[config.mk]
export PLATFORM = sky130hd
export DESIGN_NAME = ssi_div_cell
export DESIGN_NICKNAME = d
export VERILOG_FILES = /design/src/design/segment_sphere_intersection_assert.svh /design/src/design/ssi_pkg.sv /design/src/design/ssi_div_cell.sv
export SDC_FILE = /design/constraint.sdc
export NUM_CORES = 1
export LEC_CHECK = 0
export BUFFER_PORTS_ARGS = -buffer_cell sky130_fd_sc_hd__buf_2
export CAP_MARGIN = 0
export CORE_MARGIN = 1
export CORE_UTILIZATION = 30
export DETAILED_ROUTE_END_ITERATION = 10
export HOLD_SLACK_MARGIN = 0.1
export PLACE_DENSITY = 0.47
export SKIP_LAST_GASP = 1
export SLEW_MARGIN = 10
export SYNTH_ARGS = -nofsm -noshare
export SYNTH_HDL_FRONTEND = slang
export SYNTH_SLANG_ARGS = --single-unit
[constraint.sdc]
create_clock -name clk -period 2.15 [get_ports clk]
set_input_delay 0.645 -clock clk [delete_from_list [all_inputs] [get_ports clk]]
set_output_delay 0.645 -clock clk [all_outputs]
set_load 0.005 [all_outputs]
[src/design/segment_sphere_intersection_assert.svh]
// assertion macros shared by the segment / sphere intersection design
`ifndef SEGMENT_SPHERE_INTERSECTION_ASSERT_SVH
`define SEGMENT_SPHERE_INTERSECTION_ASSERT_SVH

// expression must hold at every clock edge out of reset
`define SSI_ASSERT_ALWAYS(label, clk, rst_n, expr) \
	label: assert property (@(posedge clk) disable iff (!rst_n) (expr)) \
		else $error("assertion failed");

// consequent must hold in the same cycle as the antecedent
`define SSI_ASSERT_IMPLY(label, clk, rst_n, ante, cons) \
	label: assert property (@(posedge clk) disable iff (!rst_n) (ante) |-> (cons)) \
		else $error("assertion failed");

`endif

[src/design/ssi_pkg.sv]
// shared types and constants of the segment / sphere intersection pipeline
`default_nettype none
package ssi_pkg;

	localparam int unsigned CoordW = 32;
	localparam int unsigned RadiusW = 31;
	localparam int unsigned FracW = 17;
	localparam int unsigned UsedW = 2;
	localparam int unsigned DiscW = 136;
	localparam int unsigned RootW = 68;
	localparam int unsigned RemW = 70;
	localparam int unsigned BW = 68;
	localparam int unsigned TwoAW = 67;
	localparam int unsigned DivRemW = 68;
	localparam int unsigned SqrtCells = DiscW / 2;
	localparam int unsigned DivCells = FracW;
	localparam int unsigned InDataW = 320;
	localparam int unsigned OutDataW = 24;

	// which root of the quadratic was taken
	localparam logic [UsedW-1:0] ROOT_NONE = 2'd0;
	localparam logic [UsedW-1:0] ROOT_PLUS = 2'd1;
	localparam logic [UsedW-1:0] ROOT_MINUS = 2'd2;

	// one stage of the square root chain
	typedef struct packed {
		logic valid;
		logic [DiscW-1:0] disc;
		logic [RemW-1:0] rem;
		logic [RootW-1:0] root;
		logic signed [BW-1:0] b;
		logic [TwoAW-1:0] two_a;
		logic ok;
	} sqrt_stage_t;

	// one stage of the divider chain
	typedef struct packed {
		logic valid;
		logic [DivRemW-1:0] rem;
		logic [TwoAW-1:0] divisor;
		logic [FracW-1:0] quot;
		logic [UsedW-1:0] used;
	} div_stage_t;

endpackage
`default_nettype wire

[src/design/ssi_div_cell.sv]
// one quotient bit of the fraction division
`default_nettype none
module ssi_div_cell (
	input wire logic clk,
	input wire logic arst_n,
	input wire logic en,
	input wire ssi_pkg::div_stage_t prev,
	output ssi_pkg::div_stage_t next
);

	logic ge;
	logic [ssi_pkg::DivRemW-1:0] diff;
	ssi_pkg::div_stage_t nxt;

	// restoring step, remainder stays below the divisor before the shift
	always_comb begin
		ge = (prev.rem >= {1'b0, prev.divisor});
		diff = prev.rem - {1'b0, prev.divisor};
		nxt = prev;
		nxt.rem = ge ? {diff[ssi_pkg::DivRemW-2:0], 1'b0}
			: {prev.rem[ssi_pkg::DivRemW-2:0], 1'b0};
		nxt.quot = {prev.quot[ssi_pkg::FracW-2:0], ge};
	end

	// stage register
	always_ff @(posedge clk or negedge arst_n) begin
		if (!arst_n) begin
			next <= '0;
		end else if (en) begin
			next <= nxt;
		end
	end

endmodule
`default_nettype wire

==> run_results.csv <==
group,metric,value,unit
grt,antenna_found_initial,0,
sta,final.min_clock_period,3.16,ns
finish,largest_register,"next",
setup_path,critical_path.endpoint,"next[147]",
die,row_count,68,
finish,register_area,3850,um2
sta,timing.setup.tns,-63.08,ns
status,run_status,"complete, but fails checks",
cts,cts_hold_buf,0,
sta,hold_viol,0,
cts,cts_root_buf,"sky130_fd_sc_hd__clkbuf_16",
finish,layout.cells.most_common,"sky130_fd_sc_hd__buf_4",
setup_path,regToRegSetupSlack,1.21,ns
pwr,ir_worst_vdd,0.582,mV
setup_path,path_class,"in2reg",
status,failed_checks,"negative setup slack",
detailed_routing,route.detailed.drc,0,
setup_path,worst_ep_arrival_time,3.48,ns
sta,fin_worst_hold_slack,0.118,ns
cts,cts_tree,"done",
synthesis,yosysWarnings,0,
synthesis,ys_types,75,
finish,fin_nets,2049,
sta,max_slew_violation_count,0,
finish,antenna_cells,0,
setup_path,cp_data_required_time,2.48,ns
grt,wire_length_of_the_first_global_routing_pass,58.9,mm
setup_path,crit_path_start_kind,"input port",
setup_path,cp.buffers_inverters,6,
sta,setup_repair_after_global_routing_missed_its_margin,"true",
finish,largest_reg_flops,154,
detailed_routing,detailroute.via_count,10964,
placement,buffer_ports.inserted,310,
synthesis,syn-instance-count,1185,
min_path,holdCritPathClass,"in2async",
synthesis,synth.cell_area,10700,um2
setup_path,cp.depth,17,
synthesis,ys_dominant_reg_cell,"sky130_fd_sc_hd__dfrtp_1",
setup_path,timing.critical_path.slowest_stage_cell,"sky130_fd_sc_hd__nor4_2",
finish,post_layout_nonfiller_instances,2291,
synthesis,yosys_register_bits,154,
detailed_routing,drt_pass1_iterations,5,
detailed_routing,first_iter_violations,400,
finish,highest_count_cells_in_the_layout_ignoring_fill_and_taps,"sky130_fd_sc_hd__buf_4 (343), sky130_fd_sc_hd__buf_2 (294), sky130_fd_sc_hd__dfrtp_1 (154)",
sta,setup_viol,68,
die,die_area,36500,um2
setup_path,reg2regPathDepth,2,
cts,path_clk_slew,0.07,ns
synthesis,synth_fp_nets,1411,
grt,grt_overflow_total,0,
setup_path,regToRegEndpoint,"next[147]",
cts,cts_buffers,17,
setup_path,cp_common_cell,"sky130_fd_sc_hd__buf_6",
synthesis,synthesis.area_per_instance,9.06,um2
synthesis,post_synth_main_area_contributors,"sky130_fd_sc_hd__dfrtp_1 (36%), sky130_fd_sc_hd__mux2_2 (9.0%), sky130_fd_sc_hd__ha_1 (7.8%), sky130_fd_sc_hd__a21oi_1 (6.8%), sky130_fd_sc_hd__mux2i_1 (5.1%)",
finish,reg.largest.list,"next: 154 flops",
die,dieHeight,191,um
synthesis,synth_enable_flop_cells,0,
placement,dp_cells,2211,
grt,grt_pass1_vias,11170,
die,design.core.area,34900,um2
pwr,p_leak,8.42,nW
placement,place.detailed.hpwl,30.1,mm
setup_path,critical_path.max_stage_delay,0.39,ns
sta,finalClockSkew,0,ns
finish,num-fill-cells,3437,
synthesis,cell_taking_the_most_area_after_synthesis,"sky130_fd_sc_hd__dfrtp_1",
sta,layout_worst_path_cycle_share,147,%
detailed_routing,drtAntennaViolNets,0,
synthesis,ys_seq_area_share,35.9,%
setup_path,worst_setup_path_end_kind,"flip-flop",
setup_path,cpLargestDelayFamily,"compound AO/OA/AOI/OAI gates",
synthesis,yosysTopAreaCellShare,35.9,%
detailed_routing,wl_per_cell,16.3,um
detailed_routing,drt_wl_total,37.4,mm
setup_path,path_cells,"buf_8 > inv_4 > ha_4 > nand4_1 > nor4_2 > buf_4 > nand2_4 > buf_6 > o22ai_4 > a2111oi_4 > nor2_2 > o21ai_2 > o211ai_4 > buf_6 > buf_6 > nor2_4 > a221o_1",
synthesis,async_flop_share,100,%
cts,number_of_clock_sinks,154,
pwr,power-per-cell-area,629,nW/um2
cts,bufs_on_longest_clock_path,2,
finish,multi_input_area,7000,um2
finish,layout-area-overhead-vs-synth,59.0,%
grt,grt_usage,20.6,%
sta,max_freq,0.317,GHz
die,initial_utilization,30.8,%
sta,final.setup.worst_slack,-1.01,ns
die,die_w,191,um
cts,clock_tree.htree_level_count,4,
detailed_routing,viasPerCell,4.79,
grt,largest_net_degree_at_the_start_of_global_routing,60,
setup_path,critical_path_fanouts_max,5,
flow_run,max-cap-violations,0,
finish,final_layout_size_suffix_gt1_share,50.3,%
placement,globalplace.congestion,0.871,
setup_path,crit-reg2reg-launch,"next[147]",
cts,worstSkewPairLatency,0.44,ns
die,io_pins,313,
setup_path,worstSetupStartpoint,"prev[56]",
-- worst reg2reg max path, stage by stage (launching register included) --
cell,delay [ns]
sky130_fd_sc_hd__dfrtp_1,0.41
sky130_fd_sc_hd__nor2b_1,0.14
sky130_fd_sc_hd__a221o_1,0.27
-- through the flow --
step / cell area, um2 / total power, W / utilization [%] / worst slack [ns]
after floorplan: 10900 / 0.00543 / - / -1.07
after global placement: 15300 / 0.00731 / 43.9 / -1.65
after detailed placement: 15300 / 0.00734 / 43.9 / -1.66
after CTS: 16800 / 0.0108 / 48.3 / -1.01
after global routing: 17100 / 0.0114 / 48.9 / -1.09
final: 17100 / 0.0107 / 48.9 / -1.01
-- logic make-up (layout without fill, tap and decap cells) --
kind of cell / after synthesis / count (layout) / share of synthesized area, %
mux: 142 / 142 / 14.3
other cells: 1 / 1 / 0.0349
buf+inv: 143 / 794 / 5.72
fa+ha+maj: 68 / 68 / 7.99
flops: 154 / 154 / 35.9
xor+xnor: 63 / 63 / 5.14
compound gates: 332 / 332 / 19.0
simple gates: 282 / 282 / 11.9
-- cell type report --
cell class / instances / share of cell area [%]
Multi-Input combinational cell: 888 / 41.0
Timing Repair Buffer: 682 / 27.7
Sequential cell: 154 / 22.6
Tap cell: 455 / 3.33
Clock buffer: 22 / 2.72
Inverter: 80 / 1.92
Clock inverter: 10 / 0.696
-- metal layers --
metal / up-vias / share of wire [%] / global-route usage (%)
met5: - / 0 / 0
met4: 0 / 1.4 / 5.22
met3: 27 / 4.7 / 4.02
met2: 249 / 47 / 34.2
met1: 5199 / 47 / 27.2
li1: 5489 / - / -
-- cells in the mapped netlist (all sizes together), types with 8 or more instances --
library cell / n
a221o: 8
xor2: 23
o21ai: 69
ha: 67
clkbuf: 34
nand2: 80
nand3: 13
buf: 29
xnor2: 40
nor2b: 11
inv: 80
mux2i: 55
o21a: 10
a21oi: 148
a21o: 29
nand4: 24
o211ai: 8
dfrtp: 154
nor2: 111
nor3: 11
mux2: 87
-- where the power goes --
group / leakage (nW) / total (W) / internal [W] / switching, W
registers: 1.78 / 0.00353 / 0.00331 / 0.000225
logic: 6.36 / 0.00413 / 0.00219 / 0.00195
clock network: 0.276 / 0.00308 / 0.00177 / 0.00131
-- repair_timing --
item	CTS	global route
gates resized for setup	121	44
setup endpoints to repair	68	68
pin swaps	101	33
buffers inserted	35	12
gates cloned	3	0
-- how the worst min path moves through the flow --
| stage | endpoint | startpoint | cells after the start | slack, ns |
|---|---|---|---|---|
| floorplan | next[0] | arst_n | 0 | 0.35 |
| global placement | next[108] | next[108] | 2 | 0.47 |
| detailed placement | next[108] | next[108] | 2 | 0.48 |
| CTS | next[35] | arst_n | 1 | 0.10 |
| global route | next[102] | arst_n | 1 | 0.13 |
| finish | next[35] | arst_n | 1 | 0.12 |
Power figures use the tool's default switching activity.
