<file path="config.mk">
export PLATFORM = sky130hd
export DESIGN_NAME = ssi_sqrt_cell
export DESIGN_NICKNAME = d
export VERILOG_FILES = /design/src/design/segment_sphere_intersection_assert.svh /design/src/design/ssi_pkg.sv /design/src/design/ssi_sqrt_cell.sv
export SDC_FILE = /design/constraint.sdc
export NUM_CORES = 1
export LEC_CHECK = 0
export ABC_AREA = 1
export BUFFER_PORTS_ARGS = -buffer_cell sky130_fd_sc_hd__buf_2
export CAP_MARGIN = 40
export CORE_AREA = 2 2 323 325
export DETAILED_ROUTE_END_ITERATION = 16
export DIE_AREA = 0 0 325 327
export GPL_ROUTABILITY_DRIVEN = 0
export HOLD_SLACK_MARGIN = 0.06
export PLACE_DENSITY = 0.45
export SLEW_MARGIN = 20
export SYNTH_ARGS = -nofsm -noshare
export SYNTH_HDL_FRONTEND = slang
export SYNTH_SLANG_ARGS = --single-unit
</file>
<file path="constraint.sdc">
create_clock -name clk -period 0.8 [get_ports clk]
set_input_delay 0.12 -clock clk [delete_from_list [all_inputs] [get_ports clk]]
set_output_delay 0.12 -clock clk [all_outputs]
set_load 0.02 [all_outputs]
</file>
<file path="src/design/segment_sphere_intersection_assert.svh">
// assertion macros shared by the segment / sphere intersection design
`ifndef SEGMENT_SPHERE_INTERSECTION_ASSERT_SVH
`define SEGMENT_SPHERE_INTERSECTION_ASSERT_SVH

// expression must hold at every clock edge out of reset
`define SSI_ASSERT_ALWAYS(label, clk, rst_n, expr) \
	label: assert property (@(posedge clk) disable iff (!rst_n) (expr)) \
		else $error("assertion failed");

// consequent must hold in the same cycle as the antecedent
`define SSI_ASSERT_IMPLY(label, clk, rst_n, ante, cons) \
	label: assert property (@(posedge clk) disable iff (!rst_n) (ante) |-> (cons)) \
		else $error("assertion failed");

`endif

</file>
<file path="src/design/ssi_pkg.sv">
// shared types and constants of the segment / sphere intersection pipeline
`default_nettype none
package ssi_pkg;

	localparam int unsigned CoordW = 32;
	localparam int unsigned RadiusW = 31;
	localparam int unsigned FracW = 17;
	localparam int unsigned UsedW = 2;
	localparam int unsigned DiscW = 136;
	localparam int unsigned RootW = 68;
	localparam int unsigned RemW = 70;
	localparam int unsigned BW = 68;
	localparam int unsigned TwoAW = 67;
	localparam int unsigned DivRemW = 68;
	localparam int unsigned SqrtCells = DiscW / 2;
	localparam int unsigned DivCells = FracW;
	localparam int unsigned InDataW = 320;
	localparam int unsigned OutDataW = 24;

	// which root of the quadratic was taken
	localparam logic [UsedW-1:0] ROOT_NONE = 2'd0;
	localparam logic [UsedW-1:0] ROOT_PLUS = 2'd1;
	localparam logic [UsedW-1:0] ROOT_MINUS = 2'd2;

	// one stage of the square root chain
	typedef struct packed {
		logic valid;
		logic [DiscW-1:0] disc;
		logic [RemW-1:0] rem;
		logic [RootW-1:0] root;
		logic signed [BW-1:0] b;
		logic [TwoAW-1:0] two_a;
		logic ok;
	} sqrt_stage_t;

	// one stage of the divider chain
	typedef struct packed {
		logic valid;
		logic [DivRemW-1:0] rem;
		logic [TwoAW-1:0] divisor;
		logic [FracW-1:0] quot;
		logic [UsedW-1:0] used;
	} div_stage_t;

endpackage
`default_nettype wire

</file>
<file path="src/design/ssi_sqrt_cell.sv">
// one bit step of the integer square root of the discriminant
`default_nettype none
module ssi_sqrt_cell (
	input wire logic clk,
	input wire logic arst_n,
	input wire logic en,
	input wire ssi_pkg::sqrt_stage_t prev,
	output ssi_pkg::sqrt_stage_t next
);

	logic [ssi_pkg::RemW+1:0] cur;
	logic [ssi_pkg::RemW+1:0] trial;
	logic [ssi_pkg::RemW+1:0] diff;
	logic ge;
	ssi_pkg::sqrt_stage_t nxt;

	// bring down two radicand bits and try the next root bit
	always_comb begin
		cur = {prev.rem, prev.disc[ssi_pkg::DiscW-1 -: 2]};
		trial = {2'b00, prev.root, 2'b01};
		diff = cur - trial;
		ge = (cur >= trial);
		nxt = prev;
		nxt.rem = ge ? diff[ssi_pkg::RemW-1:0] : cur[ssi_pkg::RemW-1:0];
		nxt.root = {prev.root[ssi_pkg::RootW-2:0], ge};
		nxt.disc = {prev.disc[ssi_pkg::DiscW-3:0], 2'b00};
	end

	// stage register
	always_ff @(posedge clk or negedge arst_n) begin
		if (!arst_n) begin
			next <= '0;
		end else if (en) begin
			next <= nxt;
		end
	end

endmodule
`default_nettype wire

</file>
==> results.yml, run 1 <==
status:
  run_status: "finished with violations"
  violations: "hold timing, setup timing"
power:
  pwr-share-comb_pct: 35.7
  leakagePower_nw: 24.0
  power.density_mw_per_mm2: 1730
  switching_share_pct: 33.7
  p_clk_share_pct: 32.6
  finalPower_w: 0.0778
  seq_power_share_pct: 31.7
  intPower_w: 0.0516
  p_switching_w: 0.0262
  vdd_drop_max_uv: 1720
yosys:
  ys_seq_area_share_pct: 45.3
  synth_area_mm2: 0.0226
  ys_ff_latch: 409
  yosys.area.top_type: "dfrtp_1"
  ys_top_cells_by_area: "dfrtp_1 (45%), nand2_1 (29%), inv_1 (6.2%)"
  synth_cell_types: 33
  synth.most_common_cell: "nand2_1"
  netlist.area_leader.share_pct: 45.3
  syn_inst: 3275
  ys.warnings.count: 0
  synth_common_cells: "nand2_1 (1,767), dfrtp_1 (409), inv_1 (371)"
  async_reset_ff_share_pct: 100
  synth.avg_cell_area_um2: 6.90
  synth_edf_count: 0
  synth_ff_type: "dfrtp_1"
worst_setup_path:
  endpoint_kind: "flip-flop"
  path_buf_inv: 5
  slowest_delay_ns: 0.34
  crit_fanout: 8
  slowest_stage: "ha_4"
  cp.required_ns: 1.35
  cp.arrival_ns: 2.17
  critPathTopFamily: "simple AND/OR/NAND/NOR gates"
  criticalPathCategory: "in2reg"
  crit_path_start_kind: "primary input"
  path_cells: "buf_6, clkinvlp_4, ha_4, nand2_4, nor2_4, nand2_2, nor2_2, nand2_1, o21ai_1, nand2_1, nand2_2, nor2_4, nand2_8, buf_12, buf_12, buf_12, nand2_4, nand3_2, nand2_1"
layout:
  synthToLayoutAreaGrowth_pct: 99.6
  multi_input_area_mm2: 0.0128
  final_area_mm2: 0.0451
  largest_reg_flops: 409
  fill_cells: 10300
  reg.largest.list: "next (409)"
  drive_gt1_share_pct: 39.3
  regMostFlops: "next"
  regArea_mm2: 0.0102
  final_cells: 6562
  layout.nets: 5617
clock_network:
  htreeDepth: 2
  cts_buffers: 52
  clk_latency_ns: 0.64
  ctsLongestPathBuffers: 3
  cts-root-buf: "clkbuf_16"
  cts_num_sinks: 409
  clk_pin_slew_worst_paths_ns: 0.06
  cts_tree: "done"
floorplan:
  placementRows: 118
  die_w_um: 325
  pin_count: 825
  die_y_um: 327
  core_area_mm2: 0.103
  initial_core_util_pct: 21.9
  die_area_mm2: 0.106
place:
  place_area_mm2: 0.0326
  dp_cells: 5766
  place.detailed.hpwl_mm: 89.7
  port_buffers: 822
global_route:
  grt_max_degree: 61
  grt.total_usage_pct: 21.7
  grt_pass1_wl_mm: 176
  antenna_found_initial: 20
  grt_pass1_vias: 28100
  overflow: 0
sta:
  finalHoldViolCount: 5
  rsz0062_at_grt: "yes"
  layout_worst_path_cycle_share_pct: 203
  maxSlewViolCount: 0
  fmax_mhz: 617
  worst_slack_ns: -0.820
  tns_ns: -262.58
  holdWs_ns: -0.187
  fin_crit_ns: 1.62
  fin_skew_ns: 0
  setup_viol: 514
detailed_routing:
  wl_per_cell_um: 18.4
  drt_iter0_markers: 1636
  antenna_left: 0
  firstDrtPassIters: 5
  num_vias: 27800
  routed_wl_mm: 120
  drc: 0
  via_per_inst: 4.24
run:
  maxCapViolCount: 0
min_path:
  hp-class: "in2reg"
## kinds of logic after synthesis
kind of cell | after synthesis | synth area share (%)
AND/OR/NAND/NOR | 2127 | 37.8
buffers and inverters | 483 | 8.25
flip-flops | 409 | 45.3
AO/OA/AOI/OAI | 154 | 3.53
adder cells (fa/ha/maj) | 70 | 3.88
XOR/XNOR | 31 | 1.20
other | 1 | 0.0166
## final cells by class
cell class	count	share of cell area (%)
timing repair buffer	1910	37.7
multi-input combinational	2387	28.4
sequential	409	22.7
tap	1380	3.83
clock buffer	74	3.29
inverter	373	3.26
clock inverter	22	0.738
antenna	7	0.0389
## metrics by stage
step | setup slack [ns] | util, %
after floorplan | -0.952 | -
after global routing | -0.909 | 43.8
after detailed placement | -1.67 | 31.7
after global placement | -1.65 | 31.7
final | -0.820 | 43.8
after CTS | -0.788 | 42.5
## power by group through the flow
| stage | combinational, W | sequential [W] | clock (W) |
|---|---|---|---|
| after floorplan | 0.00715 | 0.0271 | 0 |
| after global placement | 0.0199 | 0.0245 | 0 |
| after detailed placement | 0.0199 | 0.0245 | 0 |
| after CTS | 0.0266 | 0.0246 | 0.0260 |
| after global routing | 0.0298 | 0.0249 | 0.0268 |
| final | 0.0277 | 0.0247 | 0.0254 |
## worst min-delay path: stages
cell and delay [ns]:
buf_2 0.10, nand3b_1 0.10, nand3_1 0.07, nand2_1 0.05
## path summary, 6_finish.rpt
path                       startpoint   endpoint  slack (ns)  cells past startpoint
hold / removal              prev[223]  next[225]       -0.19                      4
hold reg to reg              next[88]   next[88]        0.49                      2
max in group asynchronous      arst_n  next[254]        0.23                      4
setup reg to reg            next[321]  next[321]       -0.08                      4
min in group asynchronous      arst_n  next[217]        0.18                      3
setup / recovery            prev[172]  next[221]       -0.82                     19
## layer usage
| layer | GRT usage (%) | part of all wire [%] | up-vias |
|---|---|---|---|
| met5 | 0 | 0.082 | - |
| met4 | 7.07 | 3.8 | 16 |
| met3 | 5.44 | 7.1 | 221 |
| met2 | 35.1 | 46 | 923 |
| met1 | 28.4 | 43 | 13000 |
| li1 | - | - | 13700 |
## repair_timing
| item | CTS | global route |
|---|---|---|
| gates resized for setup | 1087 | 171 |
| endpoints found under the hold margin | 818 | 29 |
| setup buffers | 143 | 119 |
| hold buffers | 415 | 15 |
| endpoints found under the setup margin | 480 | 762 |
| gates cloned | 17 | 1 |
| pin swaps | 77 | 92 |
## cell usage in the layout (no fill, tap or decap), types with 8 or more instances in the layout
cell	count
nand3_1	72
buf_12	67
inv_1	306
clkbuf_8	10
buf_6	422
inv_4	15
dfrtp_1	405
clkbuf_16	53
ha_4	63
nand3b_1	69
o21ai_1	8
nor3_1	10
nor2_4	22
nand2_1	1579
xnor2_1	28
buf_4	576
dlygate4sd3_1	425
buf_2	406
clkbuf_1	12
nor2_1	88
inv_2	45
a21oi_1	40
nor2_2	15
nand3_2	55
nand2_4	56
nand2_2	136
o21ai_0	69
a21oi_2	18
No activity file was read; power rests on OpenSTA's default activity.
==> run 2: changes to the inputs <==
Settings changed: ABC_AREA 1 to unset, CORE_AREA 2 2 323 325 to 2 2 318 320, DIE_AREA 0 0 325 327 to 0 0 320 322, PLACE_DENSITY 0.45 to 0.44.
==> results.yml, run 2 <==
global_route:
  antenna_found_initial: 20
  grt_pass1_vias: 21600
  grt_max_degree: 54
  grt_pass1_wl_mm: 136
  grt.total_usage_pct: 17.2
  overflow: 0
clock_network:
  cts_num_sinks: 409
  clk_pin_slew_worst_paths_ns: 0.06
  ctsLongestPathBuffers: 3
  cts_buffers: 50
  clk_latency_ns: 0.62
  cts_tree: "done"
  cts-root-buf: "clkbuf_16"
  htreeDepth: 2
worst_setup_path:
  slowest_delay_ns: 0.56
  path_cells: "buf_12, inv_12, ha_4, nand4_1, or4_4, or3_4, o221ai_4, a221oi_2, o211a_1, o21ai_4, buf_6, buf_12, buf_12, mux2i_4, a21oi_1"
  endpoint_kind: "flip-flop"
  crit_path_start_kind: "primary input"
  regToRegStartpoint: "next[293]"
  crit_top_cell: "buf_12"
  crit_fanout: 6
  cp.arrival_ns: 2.96
  slowest_stage: "or4_4"
  reg2reg_slack_ns: -0.26
  cp.required_ns: 1.30
  crit_start: "prev[163]"
  endpoint: "next[260]"
  criticalPathCategory: "in2reg"
  r2r_end: "next[293]"
  r2r_cells: 3
yosys:
  ys_seq_area_share_pct: 50.8
  synth_common_cells: "dfrtp_1 (409), mux2_2 (342), a21oi_1 (147)"
  synth.most_common_cell: "dfrtp_1"
  syn_inst: 1728
  synth_ff_type: "dfrtp_1"
  ys.warnings.count: 0
  ys_top_cells_by_area: "dfrtp_1 (51%), mux2_2 (19%), ha_1 (4.3%)"
  ys_ff_latch: 409
  yosys.area.top_type: "dfrtp_1"
  synth_cell_types: 62
  async_reset_ff_share_pct: 100
  synth_area_mm2: 0.0202
  synth_edf_count: 0
  netlist.area_leader.share_pct: 50.8
  synth.avg_cell_area_um2: 11.7
power:
  pwr-share-comb_pct: 35.5
  switching_share_pct: 31.3
  p_switching_w: 0.0239
  finalPower_w: 0.0766
  p_clk_share_pct: 31.6
  leakagePower_nw: 20.0
  vdd_drop_max_uv: 1580
  seq_power_share_pct: 32.9
  intPower_w: 0.0526
  power.density_mw_per_mm2: 1850
place:
  place.detailed.hpwl_mm: 69.5
  port_buffers: 822
  dp_cells: 4167
  dp_slack_ns: -2.43
floorplan:
  die_y_um: 322
  core_area_mm2: 0.0996
  placementRows: 116
  die_w_um: 320
  initial_core_util_pct: 20.3
  die_area_mm2: 0.103
  pin_count: 825
layout:
  drive_gt1_share_pct: 56.0
  synthToLayoutAreaGrowth_pct: 105
  reg.largest.list: "next (409)"
  regMostFlops: "next"
  fin_util_pct: 41.5
  final_cell_mix: "buf_6 (516), buf_4 (475), dlygate4sd3_1 (416), dfrtp_1 (408), buf_2 (388)"
  layout.nets: 4014
  largest_reg_flops: 409
  final_common_cell: "buf_6"
  final_cells: 4878
detailed_routing:
  num_vias: 20600
  drt_iter0_markers: 957
  routed_wl_mm: 95.5
  via_per_inst: 4.23
  wl_per_cell_um: 19.6
  drc: 0
  antenna_left: 0
  firstDrtPassIters: 5
sta:
  worst_slack_ns: -1.67
  rsz0062_at_grt: "yes"
  layout_worst_path_cycle_share_pct: 308
  fin_crit_ns: 2.47
  setup_viol: 628
  tns_ns: -320.86
  maxSlewViolCount: 0
  fin_skew_ns: 0
  finalHoldViolCount: 0
  fmax_mhz: 405
status:
  run_status: "finished with violations"
  violations: "setup timing"
min_path:
  hp-class: "in2reg"
run:
  maxCapViolCount: 0
## run 2: cell types whose count changed after synthesis, sizes merged, moves of 24 or more
cell	previous run	this run
mux2i	0	61
o21ai	80	56
a21o	1	33
nand4	4	30
nand2	1773	75
nand3	134	19
inv	372	87
nand3b	69	1
mux2	0	342
a21oi	63	148
## run 2: worst min-delay path by stage
stage	end	from	slack (ns)	depth (start not counted)
2_1_floorplan	next[0]	arst_n	-0.18	0
3_3_place_gp	next[89]	arst_n	-0.07	1
3_5_place_dp	next[89]	arst_n	-0.06	1
4_1_cts	next[250]	en	-0.006	4
5_1_grt	next[180]	en	0.02	3
6_report	next[180]	en	0.02	3
## run 2: stage by stage
step / hold WS [ns] / instance area [um2]
after floorplan: -0.176 / 21900
after global placement: -0.0654 / 29900
after detailed placement: -0.0646 / 29900
after CTS: -0.00573 / 39100
after global routing: 0.0166 / 41300
final: 0.0241 / 41300
## run 2: final cells by class
class / instances / area (um2)
inverters: 87 / 349
clock inverters: 18 / 309
repair buffers: 1841 / 16400
diodes: 10 / 25.0
multi-input cells: 1141 / 11000
flip-flops and latches: 409 / 10200
clock buffers: 74 / 1420
well taps: 1298 / 1620
fillers: 9417 / 58300
## run 2: metal layers
metal	wire (um)	global-route usage, %
met2	45800	28.9
met4	2840	4.75
met3	6040	4.60
met1	40700	21.8
met5	111	0
## run 2: what timing repair did
| action | 4_1_cts | 5_1_grt |
|---|---|---|
| cloned | 6 | 0 |
| pin swaps | 82 | 49 |
| setup endpoints to repair | 481 | 575 |
| endpoints found under the hold margin | 818 | 9 |
| gates resized for setup | 675 | 460 |
| setup buffers | 102 | 107 |
| hold buffers | 414 | 3 |
## run 2: critical path: cells and delay by family
family	cells	cell delay, ns
mux	1	0.23
fa+ha+maj	1	0.25
buf+inv	5	0.57
simple gates	3	1.03
compound gates	5	0.74
## run 2: power by group through the flow
stage / registers [W] / clock network (W) / logic (W)
after floorplan: 0.0278 / 0 / 0.00757
after global placement: 0.0248 / 0 / 0.0196
after detailed placement: 0.0248 / 0 / 0.0195
after CTS: 0.0248 / 0.0249 / 0.0249
after global routing: 0.0254 / 0.0258 / 0.0288
final: 0.0252 / 0.0242 / 0.0272
## run 2: cells by family (layout without fill, tap and decap cells)
kind of cell | count (synthesis) | after routing | synth area share, %
other cells | 1 | 12 | 0.0186
xor+xnor | 65 | 65 | 2.82
mux | 403 | 403 | 22.1
flops | 409 | 409 | 50.8
fa+ha+maj | 70 | 70 | 4.34
buf+inv | 179 | 2020 | 3.70
simple gates | 275 | 275 | 6.25
compound gates | 326 | 326 | 9.98
